$ cat src/rtl/b64enc_pkg.sv
`timescale 1ns / 1ps
// ----------------------------------------------------------------------------
// Base64 encoder package
// Shared job type, alphabet lookup and default sizing for the stream encoder.
// ----------------------------------------------------------------------------
package b64enc_pkg;

  localparam int unsigned QUEUE_DEPTH = 2;

  localparam logic [7:0] PAD_CHAR = 8'h3D;

  // One encoded job: up to four characters produced by a single input byte.
  typedef struct packed {
    logic [3:0][7:0] chars;
    logic [1:0]      last_idx;
    logic            eom;
  } job_t;

  // Map a sextet to its character in the standard alphabet.
  function automatic logic [7:0] sextet_to_ascii(input logic [5:0] v);
    logic [7:0] c;
    if (v < 6'd26) begin
      c = 8'h41 + {2'b00, v};
    end else if (v < 6'd52) begin
      c = 8'h61 + {2'b00, v} - 8'd26;
    end else if (v < 6'd62) begin
      c = 8'h30 + {2'b00, v} - 8'd52;
    end else if (v == 6'd62) begin
      c = 8'h2B;
    end else begin
      c = 8'h2F;
    end
    return c;
  endfunction

endpackage

$ cat src/rtl/b64enc_ifs.sv
`timescale 1ns / 1ps
// ----------------------------------------------------------------------------
// Base64 encoder channel interfaces
// Valid/ready channels for message bytes in and encoded characters out.
// ----------------------------------------------------------------------------
interface b64enc_in_if;
  logic       valid;
  logic       ready;
  logic [7:0] data_byte;
  logic       final_byte;

  modport source (output valid, output data_byte, output final_byte, input ready);
  modport sink   (input valid, input data_byte, input final_byte, output ready);
endinterface

interface b64enc_out_if;
  logic       valid;
  logic       ready;
  logic [7:0] out_char;
  logic       end_of_message;

  modport source (output valid, output out_char, output end_of_message, input ready);
  modport sink   (input valid, input out_char, input end_of_message, output ready);
endinterface

$ cat src/rtl/base64_stream_encoder.sv
`timescale 1ns / 1ps
// ----------------------------------------------------------------------------
// Base64 stream encoder
// Padded Base64 encoder: one message byte in, one to four characters out.
//
//   channel   dir   payload                     per transaction
//   in_ch     in    data_byte, final_byte       one message byte
//   out_ch    out   out_char, end_of_message    one character or '='
//
// A byte is taken whenever the job queue has room; its characters leave
// one per cycle from the serializer while out_ch.ready is high, so a
// byte costs one to four output characters (1.33 on average in a long message).
// The one-character-per-cycle output port sets the sustained rate.
// Reset clears group phase, leftover bits, queue and serializer.
// Output stalls fill the queue, then drop in_ch.ready.
// ----------------------------------------------------------------------------
module base64_stream_encoder #(
  parameter int unsigned QueueDepth = b64enc_pkg::QUEUE_DEPTH
) (
  input  logic         clk,
  input  logic         rst,
  b64enc_in_if.sink    in_ch,
  b64enc_out_if.source out_ch
);
  import b64enc_pkg::*;

  logic push;
  logic pop;
  logic full;
  logic empty;
  job_t push_job;
  job_t pop_job;

  b64enc_front u_front (
    .clk        (clk),
    .rst        (rst),
    .in_ch      (in_ch),
    .queue_full (full),
    .push       (push),
    .push_job   (push_job)
  );

  b64enc_queue #(
    .Depth (QueueDepth)
  ) u_queue (
    .clk      (clk),
    .rst      (rst),
    .push     (push),
    .push_job (push_job),
    .full     (full),
    .pop      (pop),
    .pop_job  (pop_job),
    .empty    (empty)
  );

  b64enc_back u_back (
    .clk         (clk),
    .rst         (rst),
    .queue_empty (empty),
    .pop_job     (pop_job),
    .pop         (pop),
    .out_ch      (out_ch)
  );

endmodule

$ cat src/rtl/b64enc_front.sv
`timescale 1ns / 1ps
// ----------------------------------------------------------------------------
// Base64 encoder front end
// Accepts bytes, tracks group phase and leftover bits, and builds one
// character job per byte, including flush and padding on the final byte.
// ----------------------------------------------------------------------------
module b64enc_front (
  input  logic               clk,
  input  logic               rst,
  b64enc_in_if.sink          in_ch,
  input  logic               queue_full,
  output logic               push,
  output b64enc_pkg::job_t   push_job
);
  import b64enc_pkg::*;

  logic [3:0] leftover_bits;
  logic [1:0] group_phase;
  logic [3:0] leftover_bits_next;
  logic [1:0] group_phase_next;
  logic [3:0] left_kept;
  logic [1:0] phase_kept;
  logic [7:0] b;
  job_t       job;

  assign in_ch.ready = !queue_full;
  assign push        = in_ch.valid && !queue_full;
  assign push_job    = job;
  assign b           = in_ch.data_byte;

  always_comb begin
    job.chars    = '0;
    job.last_idx = 2'd0;
    job.eom      = in_ch.final_byte;
    left_kept    = 4'd0;
    phase_kept   = 2'd0;

    unique case (group_phase)
      2'd1: begin
        job.chars[0] = sextet_to_ascii({leftover_bits[1:0], b[7:4]});
        left_kept    = b[3:0];
        phase_kept   = 2'd2;
      end
      2'd2: begin
        job.chars[0] = sextet_to_ascii({leftover_bits, b[7:6]});
        job.chars[1] = sextet_to_ascii(b[5:0]);
        job.last_idx = 2'd1;
        left_kept    = 4'd0;
        phase_kept   = 2'd0;
      end
      default: begin
        job.chars[0] = sextet_to_ascii(b[7:2]);
        left_kept    = {2'b00, b[1:0]};
        phase_kept   = 2'd1;
      end
    endcase

    leftover_bits_next = left_kept;
    group_phase_next   = phase_kept;

    if (in_ch.final_byte) begin
      if (phase_kept == 2'd1) begin
        job.chars[1] = sextet_to_ascii({left_kept[1:0], 4'b0000});
        job.chars[2] = PAD_CHAR;
        job.chars[3] = PAD_CHAR;
        job.last_idx = 2'd3;
      end else if (phase_kept == 2'd2) begin
        job.chars[1] = sextet_to_ascii({left_kept, 2'b00});
        job.chars[2] = PAD_CHAR;
        job.last_idx = 2'd2;
      end
      leftover_bits_next = 4'd0;
      group_phase_next   = 2'd0;
    end
  end

  always_ff @(posedge clk) begin
    if (rst) begin
      leftover_bits <= 4'd0;
      group_phase   <= 2'd0;
    end else if (push) begin
      leftover_bits <= leftover_bits_next;
      group_phase   <= group_phase_next;
    end
  end

endmodule

$ cat src/rtl/b64enc_queue.sv
`timescale 1ns / 1ps
// ----------------------------------------------------------------------------
// Base64 encoder job queue
// Short FIFO of character jobs between front end and serializer.
// ----------------------------------------------------------------------------
module b64enc_queue #(
  parameter int unsigned Depth = b64enc_pkg::QUEUE_DEPTH
) (
  input  logic               clk,
  input  logic               rst,
  input  logic               push,
  input  b64enc_pkg::job_t   push_job,
  output logic               full,
  input  logic               pop,
  output b64enc_pkg::job_t   pop_job,
  output logic               empty
);
  import b64enc_pkg::*;

  localparam int unsigned PtrW = (Depth > 1) ? $clog2(Depth) : 1;
  localparam int unsigned CntW = $clog2(Depth + 1);

  job_t            entries [Depth];
  logic [PtrW-1:0] wr_ptr;
  logic [PtrW-1:0] rd_ptr;
  logic [CntW-1:0] count;

  assign full    = (count == CntW'(Depth));
  assign empty   = (count == '0);
  assign pop_job = entries[rd_ptr];

  function automatic logic [PtrW-1:0] ptr_inc(input logic [PtrW-1:0] p);
    return (p == PtrW'(Depth - 1)) ? '0 : p + PtrW'(1);
  endfunction

  always_ff @(posedge clk) begin
    if (push && !full) begin
      entries[wr_ptr] <= push_job;
    end
  end

  always_ff @(posedge clk) begin
    if (rst) begin
      wr_ptr <= '0;
      rd_ptr <= '0;
      count  <= '0;
    end else begin
      if (push && !full) begin
        wr_ptr <= ptr_inc(wr_ptr);
      end
      if (pop && !empty) begin
        rd_ptr <= ptr_inc(rd_ptr);
      end
      priority if ((push && !full) && !(pop && !empty)) begin
        count <= count + CntW'(1);
      end else if (!(push && !full) && (pop && !empty)) begin
        count <= count - CntW'(1);
      end
    end
  end

endmodule

$ cat src/rtl/b64enc_back.sv
`timescale 1ns / 1ps
// ----------------------------------------------------------------------------
// Base64 encoder serializer
// Holds one job and sends its characters one per transaction.
// ----------------------------------------------------------------------------
module b64enc_back (
  input  logic               clk,
  input  logic               rst,
  input  logic               queue_empty,
  input  b64enc_pkg::job_t   pop_job,
  output logic               pop,
  b64enc_out_if.source       out_ch
);
  import b64enc_pkg::*;

  job_t       cur;
  logic       busy;
  logic [1:0] idx;
  logic       sent;
  logic       job_done;

  assign sent     = out_ch.valid && out_ch.ready;
  assign job_done = sent && (idx == cur.last_idx);
  assign pop      = !queue_empty && (!busy || job_done);

  assign out_ch.valid          = busy;
  assign out_ch.out_char       = cur.chars[idx];
  assign out_ch.end_of_message = cur.eom && (idx == cur.last_idx);

  always_ff @(posedge clk) begin
    if (pop) begin
      cur <= pop_job;
    end
  end

  always_ff @(posedge clk) begin
    if (rst) begin
      busy <= 1'b0;
      idx  <= 2'd0;
    end else begin
      priority if (pop) begin
        busy <= 1'b1;
        idx  <= 2'd0;
      end else if (job_done) begin
        busy <= 1'b0;
        idx  <= 2'd0;
      end else if (sent) begin
        idx <= idx + 2'd1;
      end
    end
  end

endmodule
$ cat src/flat_wrapper.sv
// flat-port wrapper written by rule: the top's interface ports become plain ports
module base64_stream_encoder_flat import b64enc_pkg::*;
#(
  parameter int unsigned QueueDepth = b64enc_pkg::QUEUE_DEPTH
)
  (clk, rst, in_ch_valid, in_ch_data_byte, in_ch_final_byte, in_ch_ready, out_ch_valid, out_ch_out_char, out_ch_end_of_message, out_ch_ready);
  b64enc_in_if in_ch_i ();
  b64enc_out_if out_ch_i ();
  input  logic clk;
  input  logic rst;
  input wire logic [$bits(in_ch_i.valid)-1:0] in_ch_valid;
  input wire logic [$bits(in_ch_i.data_byte)-1:0] in_ch_data_byte;
  input wire logic [$bits(in_ch_i.final_byte)-1:0] in_ch_final_byte;
  output wire logic [$bits(in_ch_i.ready)-1:0] in_ch_ready;
  output wire logic [$bits(out_ch_i.valid)-1:0] out_ch_valid;
  output wire logic [$bits(out_ch_i.out_char)-1:0] out_ch_out_char;
  output wire logic [$bits(out_ch_i.end_of_message)-1:0] out_ch_end_of_message;
  input wire logic [$bits(out_ch_i.ready)-1:0] out_ch_ready;
  assign in_ch_i.valid = in_ch_valid;
  assign in_ch_i.data_byte = in_ch_data_byte;
  assign in_ch_i.final_byte = in_ch_final_byte;
  assign in_ch_ready = in_ch_i.ready;
  assign out_ch_valid = out_ch_i.valid;
  assign out_ch_out_char = out_ch_i.out_char;
  assign out_ch_end_of_message = out_ch_i.end_of_message;
  assign out_ch_i.ready = out_ch_ready;
  base64_stream_encoder #(.QueueDepth(QueueDepth)) u_core (.clk(clk), .rst(rst), .in_ch(in_ch_i), .out_ch(out_ch_i));
endmodule
$ cat config.mk
export PLATFORM = sky130hd
export DESIGN_NAME = base64_stream_encoder_flat
export DESIGN_NICKNAME = d
export VERILOG_FILES = /design/src/rtl/b64enc_pkg.sv /design/src/rtl/b64enc_ifs.sv /design/src/rtl/base64_stream_encoder.sv /design/src/rtl/b64enc_front.sv /design/src/rtl/b64enc_queue.sv /design/src/rtl/b64enc_back.sv /design/src/flat_wrapper.sv
export SDC_FILE = /design/constraint.sdc
export NUM_CORES = 1
export LEC_CHECK = 0
export BUFFER_PORTS_ARGS = -buffer_cell sky130_fd_sc_hd__buf_2
export CAP_MARGIN = 10
export CORE_MARGIN = 2
export CORE_UTILIZATION = 55
export CTS_CLUSTER_SIZE = 14
export DETAILED_ROUTE_END_ITERATION = 8
export GPL_TIMING_DRIVEN = 0
export PLACE_DENSITY_LB_ADDON = 0.08
export SETUP_SLACK_MARGIN = 0.05
export SKIP_LAST_GASP = 1
export SLEW_MARGIN = 20
export SYNTH_ARGS = -nofsm -noshare
export SYNTH_HDL_FRONTEND = slang
export SYNTH_SLANG_ARGS = --single-unit
$ cat constraint.sdc
create_clock -name clk -period 2.2 [get_ports clk]
set_input_delay 0.11 -clock clk [delete_from_list [all_inputs] [get_ports clk]]
set_output_delay 0.11 -clock clk [all_outputs]
set_load 0.02 [all_outputs]
==> impl_metrics.env <==
export IMPL_post_route_period_util=0.974
export IMPL_cts_clk_slew_worst_paths_ns=0.08
export IMPL_final_area_um2=5790
export IMPL_netlist_instances=487
export IMPL_cp_top_family="compound AO/OA/AOI/OAI gates"
export IMPL_clk_latency_ns=0.34
export IMPL_synth_flop_cell="edfxtp_1"
export IMPL_syn2layout_area_growth_pct=20.9
export IMPL_post_route_util=0.673
export IMPL_pwr_share_seq=0.419
export IMPL_hold_class="in -> reg"
export IMPL_synth_seq_cells=73
export IMPL_start_util=0.557
export IMPL_syn_nets=526
export IMPL_hold_path_end="u_core.u_queue.wr_ptr"
export IMPL_finalWirelength_um=12500
export IMPL_worstPathMaxFanout=4
export IMPL_start_kind="flip-flop"
export IMPL_p_sw_frac=0.322
export IMPL_crit_chain="buf_8 > clkinvlp_4 > ha_4 > nor2b_1 > or3_1 > a31oi_2 > a211oi_2 > o211a_1"
export IMPL_fp_dieArea_um2=9460
export IMPL_synth_top_area_cell="edfxtp_1"
export IMPL_tightest_slew_ns=0.635
export IMPL_wl_met1_um=5220
export IMPL_core_area_um2=8590
export IMPL_cts_tree="done"
export IMPL_internal_power_mw=3.34
export IMPL_switching_power_mw=1.59
export IMPL_startpoint="u_core.u_front.leftover_bits[0]"
export IMPL_cp_end_kind="flip-flop"
export IMPL_critical_path_slowest_cell="dfxtp_4"
export IMPL_die_y_um=97.3
export IMPL_slew_headroom=0.576
export IMPL_cts_buffers=9
export IMPL_wl_met3_um=694
export IMPL_power_density_nw_per_um2=852
export IMPL_ys_async_sr_fraction=0
export IMPL_clock_fmax_mhz=467
export IMPL_track_usage=0.268
export IMPL_antenna_cells=0
export IMPL_postRouteAntennaNets=0
export IMPL_setup_slack_ns=0.0572
export IMPL_hold_start="in_ch_valid"
export IMPL_die_w_um=97.3
export IMPL_cts_htree_levels=3
export IMPL_grt_pass1_vias=4038
export IMPL_hpwlAfterDp_um=8950
export IMPL_grt_overflow=0
export IMPL_ys_types=63
export IMPL_power_frac_comb=0.322
export IMPL_slew_viol_final=0
export IMPL_cap_violations=0
export IMPL_cp_num_buf_inv=2
export IMPL_clkPwrFrac=0.259
export IMPL_pin_count=24
export IMPL_rrSetupSlack_ns=0.06
export IMPL_wl_per_cell_um=19.2
export IMPL_fin_setup_tns_ns=0
export IMPL_p_leak_nw=2.07
export IMPL_cp_required_ns=2.28
export IMPL_ir_drop_mv=0.426
export IMPL_dpl_cell_area_um2=5070
export IMPL_rsz0062_at_grt="yes"
export IMPL_fin_crit_ns=2.14
export IMPL_num_rows=34
export IMPL_r2r_end="u_core.u_queue.entries[0][7]"
export IMPL_drt_iter0_markers=233
export IMPL_antenna_found_initial=0
export IMPL_synth_edf_count=60
export IMPL_fin_skew_ns=0.0154
export IMPL_post_place_ws_ns=-0.579
export IMPL_synthTopCellsByArea="edfxtp_1, ha_1, dfxtp_1"
export IMPL_routabilityCongestion=0.969
export IMPL_drive_gt1_frac=0.287
export IMPL_io_buffer_count=23
export IMPL_vias=4000
export IMPL_hold_violations=0
export IMPL_avgSynthCellArea_um2=9.82
export IMPL_dr_wl_met2_um=6180
export IMPL_top_layer_used="met4"
export IMPL_synth_top_cell_area_share=0.377
export IMPL_syn_area_um2=4780
export IMPL_drtPass1Iterations=5
export IMPL_setup_viol=0
export IMPL_yosysSeqAreaShare=0.431
export IMPL_r2r_cells=8
export IMPL_root_buffer="clkbuf_8"
export IMPL_drc=0
export IMPL_cts_sinks=73
export IMPL_max_stage_delay_ns=0.39
export IMPL_outcome="completed"
export IMPL_worstReg2RegStart="u_core.u_front.leftover_bits[0]"
export IMPL_crit_arrival_ns=2.22
export IMPL_grt_pass1_wl_um=20200
export IMPL_yosys_warnings=0
export IMPL_whs_path_depth=4
export IMPL_clockBufferDepth=2
export IMPL_grt_start_max_net_pins=22
export IMPL_nets=578
export IMPL_crit_type="reg -> reg"
export IMPL_viasPerCell=6.13
per-stage QoR:
stage,power [mW],std cells,hold WS [ns]
after floorplan,3.09,487,0.179
after global placement,3.45,618,0.300
after detailed placement,3.52,618,0.308
after CTS,4.88,645,0.0695
after global routing,5.18,652,0.0968
final,4.93,652,0.0770
state kept, by name (all words and copies together), names as in the netlist:
| register | count |
|---|---|
| u_core.u_queue.count | 2 |
| u_core.u_front.leftover_bits | 4 |
| u_core.u_queue.entries | 40 |
| u_core.u_back.out_ch.valid | 1 |
| u_core.u_queue.rd_ptr | 1 |
| u_core.u_back.idx | 2 |
| u_core.u_front.group_phase | 2 |
| u_core.u_back.cur | 20 |
| u_core.u_queue.wr_ptr | 1 |
timing repair:
action                     in CTS  in global routing
hold buffers                    1                  0
gates resized for setup        48                 33
setup endpoints to repair      97                 27
gates cloned                    0                  0
hold endpoints to repair        1                  0
setup buffers                  11                  9
pin swaps                      13                 17
cell usage after synthesis (all sizes together) (2+ instances only):
library cell / n
clkbuf: 16
xor2: 8
edfxtp: 60
a31oi: 7
o2111ai: 2
a21o: 3
a21oi: 29
a221oi: 2
ha: 26
o31ai: 6
nor3b: 3
o21ai: 30
nor4: 4
nand3b: 3
a211o: 3
nand2b: 10
mux2: 20
and3: 4
or3: 8
inv: 23
a311oi: 2
and2: 6
dfxtp: 13
a32oi: 3
a211oi: 13
nor2: 25
nor2b: 8
nand3: 19
nor3: 23
a2bb2oi: 2
xnor2: 10
nand2: 30
buf: 18
o22ai: 3
mux2i: 11
a22oi: 4
nand4: 4
o211ai: 9
power by group through the flow:
stage                     registers (mW)  clock network [mW]  logic [mW]
final                               2.07                1.28        1.59
after floorplan                     2.05                   0        1.04
after global routing                2.10                1.34        1.74
after global placement              2.08                   0        1.37
after CTS                           2.07                1.28        1.52
after detailed placement            2.10                   0        1.41
worst max path at each step:
stage,to,slack [ns],cells past startpoint
2_1_floorplan,u_core.u_queue.entries[0][16],0.06,11
3_3_place_gp,u_core.u_queue.entries[0][16],-0.57,12
3_5_place_dp,u_core.u_queue.entries[0][16],-0.58,12
4_1_cts,u_core.u_queue.entries[1][16],0.05,12
5_1_grt,u_core.u_queue.entries[0][5],-0.04,7
6_report,u_core.u_queue.entries[0][7],0.06,8
metal layers:
metal,GRT usage,vias to the layer above
li1,-,1933
met3,0.0288,36
met4,0.128,0
met5,0,-
met1,0.334,1884
met2,0.465,147
final cells by class:
cell class,count,area [um^2]
inverter,23,93.8
sequential,73,2070
buffer,31,195
clock buffer,10,138
timing repair buffer,44,275
fill,680,2810
tap,108,135
multi-input combinational,357,2760
clock inverter,6,114
worst register-to-register path, stage by stage (launching register included):
cell and delay [ns]:
dfxtp_4 0.39, buf_8 0.11, clkinvlp_4 0.12, ha_4 0.19, nor2b_1 0.14, or3_1 0.33, a31oi_2 0.22, a211oi_2 0.11
o211a_1 0.27
logic make-up after synthesis:
family / count (synthesis) / synth area share
compound gates: 130 / 0.179
xor+xnor: 18 / 0.0329
fa+ha+maj: 26 / 0.0680
buf+inv: 57 / 0.0528
flops: 73 / 0.431
mux: 31 / 0.0701
simple gates: 152 / 0.166
placed cells by master (no fill, tap or decap), types with 9 or more instances in the layout:
| cell | n |
|---|---|
| nand3_1 | 18 |
| buf_2 | 36 |
| edfxtp_1 | 60 |
| o211ai_1 | 9 |
| dfxtp_1 | 9 |
| clkbuf_8 | 10 |
| a21oi_1 | 26 |
| ha_1 | 18 |
| mux2i_1 | 11 |
| o21ai_0 | 24 |
| nor2_1 | 22 |
| xnor2_1 | 10 |
| inv_1 | 18 |
| nor3_1 | 21 |
| mux2_2 | 20 |
| nand2_1 | 30 |
| buf_4 | 22 |
No activity file was read; power rests on OpenSTA's default activity.
